File: config.mk
export PLATFORM = sky130hd
export DESIGN_NAME = triple_site_coincidence_trigger_core
export DESIGN_NICKNAME = d
export VERILOG_FILES = /design/src/rtl/core/tsct_pkg.sv /design/src/rtl/core/tsct_time.sv /design/src/rtl/core/tsct_eval.sv /design/src/rtl/core/triple_site_coincidence_trigger_core.sv
export SDC_FILE = /design/constraint.sdc
export NUM_CORES = 2
export LEC_CHECK = 0
export ABC_AREA = 1
export ABC_CLOCK_PERIOD_IN_PS = 30000
export BUFFER_PORTS_ARGS = -buffer_cell sky130_fd_sc_hd__buf_2
export CAP_MARGIN = 5
export CORE_MARGIN = 8
export CORE_UTILIZATION = 30
export DETAILED_ROUTE_END_ITERATION = 16
export PLACE_DENSITY = 0.54
export SETUP_SLACK_MARGIN = 0.15
export SLEW_MARGIN = 20
export SYNTH_ARGS = -nofsm -noshare
export SYNTH_HDL_FRONTEND = slang
export SYNTH_SLANG_ARGS = --single-unit
File: constraint.sdc
create_clock -name i_clk -period 30 [get_ports i_clk]
set_input_delay 9 -clock i_clk [delete_from_list [all_inputs] [get_ports i_clk]]
set_output_delay 9 -clock i_clk [all_outputs]
set_load 0.1 [all_outputs]
File: src/rtl/core/tsct_pkg.sv
`default_nettype none

package tsct_pkg;

    // Field widths
    localparam int HOUR_W     = 5;
    localparam int MINUTE_W   = 6;
    localparam int SECOND_W   = 6;
    localparam int SUBSEC_W   = 10;
    localparam int SITE_W     = 2;
    localparam int WIN_W      = 30;
    localparam int TIME_W     = 47;
    localparam int INTERVAL_W = 48;
    localparam int OUT_CNT_W  = 32;

    // Default counter width
    localparam int COUNT_BITS_DEF = 32;

    // Window register value after reset
    localparam logic [WIN_W-1:0] WINDOW_RESET = 30'd1000;

    // Nanosecond weights of the timestamp fields
    localparam logic [TIME_W-1:0] NS_PER_HOUR = 47'd3600000000000;
    localparam logic [TIME_W-1:0] NS_PER_MIN  = 47'd60000000000;
    localparam logic [TIME_W-1:0] NS_PER_SEC  = 47'd1000000000;
    localparam logic [TIME_W-1:0] NS_PER_MS   = 47'd1000000;
    localparam logic [TIME_W-1:0] NS_PER_US   = 47'd1000;

    // Site codes
    localparam logic [SITE_W-1:0] SITE_M     = 2'd0;
    localparam logic [SITE_W-1:0] SITE_P     = 2'd1;
    localparam logic [SITE_W-1:0] SITE_C     = 2'd2;
    localparam logic [SITE_W-1:0] SITE_OTHER = 2'd3;

    // Fields that ride along with the timestamp
    typedef struct packed {
        logic [SITE_W-1:0]   site;
        logic [SECOND_W-1:0] second;
        logic [MINUTE_W-1:0] minute;
    } t_hit_tag;

    // Per-stage load strobes from the pipeline control
    typedef struct packed {
        logic ld_part;
        logic ld_time;
        logic ld_out;
    } t_stage_ctl;

    // One result item
    typedef struct packed {
        logic                         window_full;
        logic                         coincidence;
        logic [OUT_CNT_W-1:0]         coincidence_total;
        logic signed [INTERVAL_W-1:0] interval_ns;
        logic                         second_done;
        logic [OUT_CNT_W-1:0]         second_count;
        logic                         minute_done;
        logic [OUT_CNT_W-1:0]         minute_count;
    } t_result;

endpackage

`default_nettype wire

File: src/rtl/core/tsct_time.sv
`default_nettype none

// Timestamp to integer nanoseconds, two register stages:
// constant-weight partial sums, then the final three-input add.
module tsct_time (
    input  wire logic                            i_clk,
    input  wire tsct_pkg::t_stage_ctl            i_ctl,
    input  wire logic [tsct_pkg::HOUR_W-1:0]     i_hour,
    input  wire logic [tsct_pkg::MINUTE_W-1:0]   i_minute,
    input  wire logic [tsct_pkg::SECOND_W-1:0]   i_second,
    input  wire logic [tsct_pkg::SUBSEC_W-1:0]   i_millisecond,
    input  wire logic [tsct_pkg::SUBSEC_W-1:0]   i_microsecond,
    input  wire logic [tsct_pkg::SUBSEC_W-1:0]   i_nanosecond,
    input  wire logic [tsct_pkg::SITE_W-1:0]     i_site,
    output logic [tsct_pkg::TIME_W-1:0]          o_time,
    output tsct_pkg::t_hit_tag                   o_tag
);

    localparam int TW = tsct_pkg::TIME_W;

    logic [TW-1:0]      n_part_hi, n_part_mid, n_part_lo;
    logic [TW-1:0]      r_part_hi, r_part_mid, r_part_lo;
    tsct_pkg::t_hit_tag n_tag, r_tag_part, r_tag_time;
    logic [TW-1:0]      r_time;

    // Partial sums: hours+minutes, seconds+ms, us+ns (none overflows 47 bits)
    always_comb begin
        n_part_hi  = TW'(i_hour) * tsct_pkg::NS_PER_HOUR
                   + TW'(i_minute) * tsct_pkg::NS_PER_MIN;
        n_part_mid = TW'(i_second) * tsct_pkg::NS_PER_SEC
                   + TW'(i_millisecond) * tsct_pkg::NS_PER_MS;
        n_part_lo  = TW'(i_microsecond) * tsct_pkg::NS_PER_US
                   + TW'(i_nanosecond);
        n_tag.site   = i_site;
        n_tag.second = i_second;
        n_tag.minute = i_minute;
    end

    always_ff @(posedge i_clk) begin
        if (i_ctl.ld_part) begin
            r_part_hi  <= n_part_hi;
            r_part_mid <= n_part_mid;
            r_part_lo  <= n_part_lo;
            r_tag_part <= n_tag;
        end
    end

    // Final sum
    always_ff @(posedge i_clk) begin
        if (i_ctl.ld_time) begin
            r_time     <= r_part_hi + r_part_mid + r_part_lo;
            r_tag_time <= r_tag_part;
        end
    end

    assign o_time = r_time;
    assign o_tag  = r_tag_time;

endmodule

`default_nettype wire

File: src/rtl/core/tsct_eval.sv
`default_nettype none

// Sliding three-hit window, coincidence check, period counters and the
// result register. State advances once per result loaded.
module tsct_eval #(
    parameter int COUNT_BITS = tsct_pkg::COUNT_BITS_DEF
) (
    input  wire logic                            i_clk,
    input  wire logic                            i_rst_n,
    input  wire tsct_pkg::t_stage_ctl            i_ctl,
    input  wire logic [tsct_pkg::WIN_W-1:0]      i_window_ns,
    input  wire logic [tsct_pkg::TIME_W-1:0]     i_time,
    input  wire tsct_pkg::t_hit_tag              i_tag,
    output tsct_pkg::t_result                    o_res
);

    localparam int TW = tsct_pkg::TIME_W;
    localparam int IW = tsct_pkg::INTERVAL_W;
    localparam int OW = tsct_pkg::OUT_CNT_W;
    localparam int WB = (COUNT_BITS > OW) ? COUNT_BITS : OW;
    localparam logic [OW-1:0] OUT_MAX = '1;

    function automatic logic [OW-1:0] clip_out(input logic [COUNT_BITS-1:0] v);
        logic [WB-1:0] x;
        x = WB'(v);
        return (x > WB'(OUT_MAX)) ? OUT_MAX : x[OW-1:0];
    endfunction

    function automatic logic [COUNT_BITS-1:0] sat_inc(input logic [COUNT_BITS-1:0] v);
        return (v == '1) ? v : v + COUNT_BITS'(1);
    endfunction

    // Window state
    logic [TW-1:0]                r_mid_time;
    logic [TW-1:0]                r_gap_om;     // |middle - older|
    logic [IW-1:0]                r_interval;   // middle - older
    logic [tsct_pkg::SITE_W-1:0]  r_old_site, r_mid_site;
    logic [tsct_pkg::SECOND_W-1:0] r_mid_second;
    logic [tsct_pkg::MINUTE_W-1:0] r_mid_minute;
    logic [1:0]                   r_loaded;
    logic [COUNT_BITS-1:0]        r_coinc_cnt, r_sec_cnt, r_min_cnt;
    tsct_pkg::t_result            r_res;

    logic [IW-1:0]                diff_nm, diff_mn;
    logic [TW-1:0]                gap_nm, win_ext;
    logic                         full, has_m, has_p, has_c, coinc;
    logic                         sec_chg, min_chg;
    logic [COUNT_BITS-1:0]        n_coinc_cnt, n_sec_cnt, n_min_cnt;
    logic [1:0]                   n_loaded;
    tsct_pkg::t_result            n_res;

    // Gap of new hit to middle hit, both signed difference and magnitude
    always_comb begin
        diff_nm = {1'b0, i_time} - {1'b0, r_mid_time};
        diff_mn = {1'b0, r_mid_time} - {1'b0, i_time};
        gap_nm  = diff_nm[IW-1] ? diff_mn[TW-1:0] : diff_nm[TW-1:0];
        win_ext = TW'(i_window_ns);
    end

    // Coincidence and period checks
    always_comb begin
        full  = (r_loaded == 2'd2);
        has_m = (r_old_site == tsct_pkg::SITE_M) || (r_mid_site == tsct_pkg::SITE_M)
             || (i_tag.site == tsct_pkg::SITE_M);
        has_p = (r_old_site == tsct_pkg::SITE_P) || (r_mid_site == tsct_pkg::SITE_P)
             || (i_tag.site == tsct_pkg::SITE_P);
        has_c = (r_old_site == tsct_pkg::SITE_C) || (r_mid_site == tsct_pkg::SITE_C)
             || (i_tag.site == tsct_pkg::SITE_C);
        coinc = full && (r_gap_om < win_ext) && (gap_nm < win_ext)
             && has_m && has_p && has_c;
        sec_chg = full && (i_tag.second != r_mid_second);
        min_chg = full && (i_tag.minute != r_mid_minute);

        n_coinc_cnt = coinc ? sat_inc(r_coinc_cnt) : r_coinc_cnt;
        // The hit that opens a new period counts toward it
        n_sec_cnt   = sat_inc(sec_chg ? '0 : r_sec_cnt);
        n_min_cnt   = sat_inc(min_chg ? '0 : r_min_cnt);
        n_loaded    = full ? r_loaded : r_loaded + 2'd1;

        n_res.window_full       = full;
        n_res.coincidence       = coinc;
        n_res.coincidence_total = clip_out(n_coinc_cnt);
        n_res.interval_ns       = full ? r_interval : '0;
        n_res.second_done       = sec_chg;
        n_res.second_count      = sec_chg ? clip_out(r_sec_cnt) : '0;
        n_res.minute_done       = min_chg;
        n_res.minute_count      = min_chg ? clip_out(r_min_cnt) : '0;
    end

    // Control state and counters
    always_ff @(posedge i_clk) begin
        if (!i_rst_n) begin
            r_loaded     <= '0;
            r_coinc_cnt  <= '0;
            r_sec_cnt    <= '0;
            r_min_cnt    <= '0;
            r_old_site   <= tsct_pkg::SITE_OTHER;
            r_mid_site   <= tsct_pkg::SITE_OTHER;
            r_mid_second <= '0;
            r_mid_minute <= '0;
        end else if (i_ctl.ld_out) begin
            r_loaded     <= n_loaded;
            r_coinc_cnt  <= n_coinc_cnt;
            r_sec_cnt    <= n_sec_cnt;
            r_min_cnt    <= n_min_cnt;
            r_old_site   <= r_mid_site;
            r_mid_site   <= i_tag.site;
            r_mid_second <= i_tag.second;
            r_mid_minute <= i_tag.minute;
        end
    end

    // Time window shift; the new-to-middle gap becomes next hit's older gap
    always_ff @(posedge i_clk) begin
        if (i_ctl.ld_out) begin
            r_mid_time <= i_time;
            r_gap_om   <= gap_nm;
            r_interval <= diff_nm;
            r_res      <= n_res;
        end
    end

    assign o_res = r_res;

endmodule

`default_nettype wire

File: src/rtl/core/triple_site_coincidence_trigger_core.sv
`default_nettype none

// Channel   Direction  Handshake                  Payload
// hit       in         i_hit_valid / o_hit_stall   i_hour .. i_site
// result    out        o_res_valid / i_res_stall   o_window_full .. o_minute_count
// cfg       in         i_cfg_valid / o_cfg_ready   i_cfg_window_ns
//
// One hit per cycle sustained while the result channel is not stalled; a hit
// passes the input register, partial sums, time sum, window check and result.
// The only loop is the window state update in the last stage.
// Synchronous active-low reset clears stage valids, counters and window
// fill; the window register returns to 1000 ns. Each stage holds while the
// next one is full and stalled, so bubbles are squeezed out under stall.
module triple_site_coincidence_trigger_core #(
    parameter int COUNT_BITS = tsct_pkg::COUNT_BITS_DEF
) (
    input  wire logic                              i_clk,
    input  wire logic                              i_rst_n,
    // Hit channel
    input  wire logic                              i_hit_valid,
    output logic                                   o_hit_stall,
    input  wire logic [tsct_pkg::HOUR_W-1:0]       i_hour,
    input  wire logic [tsct_pkg::MINUTE_W-1:0]     i_minute,
    input  wire logic [tsct_pkg::SECOND_W-1:0]     i_second,
    input  wire logic [tsct_pkg::SUBSEC_W-1:0]     i_millisecond,
    input  wire logic [tsct_pkg::SUBSEC_W-1:0]     i_microsecond,
    input  wire logic [tsct_pkg::SUBSEC_W-1:0]     i_nanosecond,
    input  wire logic [tsct_pkg::SITE_W-1:0]       i_site,
    // Result channel
    output logic                                   o_res_valid,
    input  wire logic                              i_res_stall,
    output logic                                   o_window_full,
    output logic                                   o_coincidence,
    output logic [tsct_pkg::OUT_CNT_W-1:0]         o_coincidence_total,
    output logic signed [tsct_pkg::INTERVAL_W-1:0] o_interval_ns,
    output logic                                   o_second_done,
    output logic [tsct_pkg::OUT_CNT_W-1:0]         o_second_count,
    output logic                                   o_minute_done,
    output logic [tsct_pkg::OUT_CNT_W-1:0]         o_minute_count,
    // Configuration write
    input  wire logic                              i_cfg_valid,
    output logic                                   o_cfg_ready,
    input  wire logic [tsct_pkg::WIN_W-1:0]        i_cfg_window_ns
);

    // Input register
    logic [tsct_pkg::HOUR_W-1:0]   r_hour;
    logic [tsct_pkg::MINUTE_W-1:0] r_minute;
    logic [tsct_pkg::SECOND_W-1:0] r_second;
    logic [tsct_pkg::SUBSEC_W-1:0] r_millisecond, r_microsecond, r_nanosecond;
    logic [tsct_pkg::SITE_W-1:0]   r_site;
    logic [tsct_pkg::WIN_W-1:0]    r_window_ns;

    logic                 r_v_in, r_v_part, r_v_time, r_v_out;
    logic                 adv_in, adv_part, adv_time, adv_out, hit_xfer;
    tsct_pkg::t_stage_ctl ctl;
    logic [tsct_pkg::TIME_W-1:0] hit_time;
    tsct_pkg::t_hit_tag   hit_tag;
    tsct_pkg::t_result    res;

    // Stage advance: a stage moves when empty or when its successor moves
    always_comb begin
        adv_out     = !r_v_out || !i_res_stall;
        adv_time    = !r_v_time || adv_out;
        adv_part    = !r_v_part || adv_time;
        adv_in      = !r_v_in || adv_part;
        hit_xfer    = i_hit_valid && adv_in;
        ctl.ld_part = r_v_in && adv_part;
        ctl.ld_time = r_v_part && adv_time;
        ctl.ld_out  = r_v_time && adv_out;
    end

    assign o_hit_stall = !adv_in;
    assign o_cfg_ready = 1'b1;

    // Stage valids
    always_ff @(posedge i_clk) begin
        if (!i_rst_n) begin
            r_v_in   <= 1'b0;
            r_v_part <= 1'b0;
            r_v_time <= 1'b0;
            r_v_out  <= 1'b0;
        end else begin
            if (adv_in)   r_v_in   <= i_hit_valid;
            if (adv_part) r_v_part <= r_v_in;
            if (adv_time) r_v_time <= r_v_part;
            if (adv_out)  r_v_out  <= r_v_time;
        end
    end

    // Hit capture
    always_ff @(posedge i_clk) begin
        if (hit_xfer) begin
            r_hour        <= i_hour;
            r_minute      <= i_minute;
            r_second      <= i_second;
            r_millisecond <= i_millisecond;
            r_microsecond <= i_microsecond;
            r_nanosecond  <= i_nanosecond;
            r_site        <= i_site;
        end
    end

    // Window register
    always_ff @(posedge i_clk) begin
        if (!i_rst_n) begin
            r_window_ns <= tsct_pkg::WINDOW_RESET;
        end else if (i_cfg_valid && o_cfg_ready) begin
            r_window_ns <= i_cfg_window_ns;
        end
    end

    tsct_time u_time (
        .i_clk         (i_clk),
        .i_ctl         (ctl),
        .i_hour        (r_hour),
        .i_minute      (r_minute),
        .i_second      (r_second),
        .i_millisecond (r_millisecond),
        .i_microsecond (r_microsecond),
        .i_nanosecond  (r_nanosecond),
        .i_site        (r_site),
        .o_time        (hit_time),
        .o_tag         (hit_tag)
    );

    tsct_eval #(
        .COUNT_BITS (COUNT_BITS)
    ) u_eval (
        .i_clk       (i_clk),
        .i_rst_n     (i_rst_n),
        .i_ctl       (ctl),
        .i_window_ns (r_window_ns),
        .i_time      (hit_time),
        .i_tag       (hit_tag),
        .o_res       (res)
    );

    assign o_res_valid         = r_v_out;
    assign o_window_full       = res.window_full;
    assign o_coincidence       = res.coincidence;
    assign o_coincidence_total = res.coincidence_total;
    assign o_interval_ns       = res.interval_ns;
    assign o_second_done       = res.second_done;
    assign o_second_count      = res.second_count;
    assign o_minute_done       = res.minute_done;
    assign o_minute_count      = res.minute_count;

endmodule

`default_nettype wire

==> results.cfg <==
[clocking]
clk_latency_ns = 0.70
cts-root-buf = clkbuf_16
cts.clk_slew.worst_paths_ns = 0.06
cts-resized-gates = 0
cts.path.max_buffers = 3
ctsHoldBuffers = 0
post_cts_buffers = 0
clock_sinks = 648
cts_tree = done
h-tree-depth = 3
cts_buffers = 77

[worst_setup_path]
cp_common_cell = nor2_1
endpoint_kind = output port
crit_path_start = i_res_stall
cp.arrival_ns = 10.36
path_buf_inv = 4
crit_slowest_cell = buf_2
crit_path_start_kind = input port
r2r-end = u_time.r_part_hi[46]
path_delay_family = buffers and inverters
reg2reg_depth = 30
crit_chain = buf_2, nand2_1, nor2_1, inv_1, nor2_1, inv_1, nor2_1, buf_2
path_class = input port to output port
regToRegSetupSlack_ns = 22.54
cp_max_fo = 3
worstPathRequired_ns = 21.00
r2r-start = r_minute[1]
slowest_delay_ns = 0.49

[synthesis]
synth.avg_cell_area_um2 = 8.15
yosys-top-cells-area = edfxtp_1 (31%), ha_1 (14%), nand2_1 (11%)
synth-simple-area-share_pct = 20.5
synth_xor_xnor_area_share_pct = 5.74
ys_ff_latch = 648
dominantRegCellSynth = edfxtp_1
syn_area_um2 = 49100
yosysUniqueCellTypes = 58
synth_edf_count = 500
ys_async_sr_fraction_pct = 0
ys_seq_area_share_pct = 36.6
synth_adder_area_share_pct = 18.9
yosys_warnings = 0
synth_top_cell_by_area = edfxtp_1
yosysTopAreaCellShare_pct = 30.6
synth_compound_area_share_pct = 8.59
synth_top_family_by_area = simple AND/OR/NAND/NOR gates
syn-num-nets = 6776
post_synth_mux_area_share_pct = 0.0204
synthTopCellsByCount = nand2_1 (1,425), inv_1 (1,070), ha_1 (535)
synth_most_common_cell = nand2_1
syn_inst = 6028

[global_route]
grt_overflow = 0
grt_max_degree = 182
antenna_found_initial = 17
grtUsageTotal_pct = 15.0
first_global_vias = 38900
grt_pass1_wl_mm = 212

[place]
pre_cts_slack_ns = 10.64
dpl.hpwl_mm = 108
place.gp.congestion = 0.946
dpl_cell_area_um2 = 52600
io_buffers = 233

[sta]
rsz0062_at_grt = false
tightest_slew_ns = 0.993
maxSlewViolCount = 0
finalCritPeriodShare_pct = 64.5
fin_crit_ns = 19.36
layout_setup_ws_ns = 10.64
final.setup.tns_ns = 0
hold_viol_final = 0
slew_headroom_pct = 33.2
whs_ns = 0.420
setup_viol = 0
fmax_mhz = 51.7
fin_skew_ns = 0.0530

[min_path]
hold_depth = 0
min_to = u_time.o_tag[4]
holdCritPathClass = flop to flop
min_from = u_time.r_tag_part[4]

[finish]
area_growth_pct = 12.7
nFillCells = 17200
final_area_um2 = 55300
drive_gt1_share_pct = 8.01
post-route-util_pct = 34.0
fin_nets = 6987

[detailed_routing]
drt-vias-per-instance = 4.56
drc = 0
routedWlPerCell_um = 15.8
finalWirelength_mm = 134
ant_nets = 0
dr.pass1.iters = 5
vias = 38700
drt_iter0_markers = 2119

[outcome]
outcome = finished clean

[die]
die_x_um = 421
die_area_um2 = 177000
core_area_um2 = 163000
start_util_pct = 30.2
die_h_um = 421
ios = 235
fp-row-count = 148

[power_and_ir_drop]
power.leakage_uw = 0.0256
p_per_area_nw_per_um2 = 85.7
ir_drop_mv = 0.0596

[job]
drv_cap = 0
==> through the flow <==
step	total power, uW	cells
2_1_floorplan	3140	6028
3_3_place_gp	3760	8335
3_5_place_dp	3780	8335
4_1_cts	4810	8478
5_1_grt	5190	8479
6_report	4740	8482
==> state kept, by name, summed over array words and instances (netlist names), 30 cells and up <==
register            flops
u_time.o_time          47
u_eval.r_min_cnt       32
u_eval.r_mid_time      47
u_eval.r_interval      48
u_eval.r_coinc_cnt     32
u_eval.r_sec_cnt       32
r_window_ns            30
u_time.r_part_hi       35
u_time.r_part_mid      31
u_eval.r_gap_om        46
u_eval.o_res          148
==> cells in the final DEF (no fill, tap or decap), drive strengths merged, types with 9 or more instances in the layout <==
master / n
o21bai: 21
nor2: 460
nand3b: 9
fa: 129
bufinv: 9
nor3b: 11
clkinv: 27
buf: 251
o211ai: 15
xor2: 216
nand2: 1454
xnor2: 106
edfxtp: 500
clkbuf: 102
a21boi: 12
ha: 535
inv: 1100
a31oi: 27
o21ai: 244
a21oi: 411
dfxtp: 148
nand4: 70
and2: 17
nand3: 271
nor3: 64
a21o: 10
nor4: 25
o21a: 12
==> power breakdown <==
part | leakage [uW] | switching [uW] | total [uW] | internal, uW
Clock | 0.00130 | 404 | 989 | 585
Combinational | 0.0183 | 1580 | 2500 | 914
Sequential | 0.00591 | 55.2 | 1260 | 1200
Total | 0.0256 | 2040 | 4740 | 2700
==> logic make-up after synthesis <==
group | after synthesis
buffers and inverters | 1219
AOI/OAI and AO/OA | 780
DFF | 648
and+or+nand+nor | 2393
other | 1
muxes | 1
xor gates and xnor gates | 322
adders and majority gates | 664
==> layer usage <==
| metal | part of all wire, % | routed length (um) | global-route usage (%) |
|---|---|---|---|
| met5 | 0.074 | 100 | 0 |
| met4 | 3.1 | 4190 | 5.15 |
| met3 | 4.2 | 5680 | 1.98 |
| met2 | 47 | 62800 | 25.5 |
| met1 | 46 | 61600 | 19.5 |
==> final cells by class <==
cell class | instances | area [um^2] | share of cell area [%]
tap | 2175 | 2720 | 4.92
clock inverter | 41 | 577 | 1.04
clock buffer | 102 | 2120 | 3.84
multi-input combinational | 4161 | 26500 | 47.8
sequential | 648 | 18000 | 32.5
antenna | 4 | 10.0 | 0.0181
timing repair buffer | 251 | 1330 | 2.40
inverter | 1100 | 4130 | 7.47
==> worst max-delay path by stage <==
stage                        endpoint  slack, ns  cells past startpoint
after CTS                 o_hit_stall      10.63                      8
final                     o_hit_stall      10.64                      8
after detailed placement  o_hit_stall      10.64                      8
after floorplan           o_hit_stall      10.26                      6
after global routing      o_hit_stall      10.53                      8
after global placement    o_hit_stall      10.56                      8
Power figures use the tool's default switching activity.
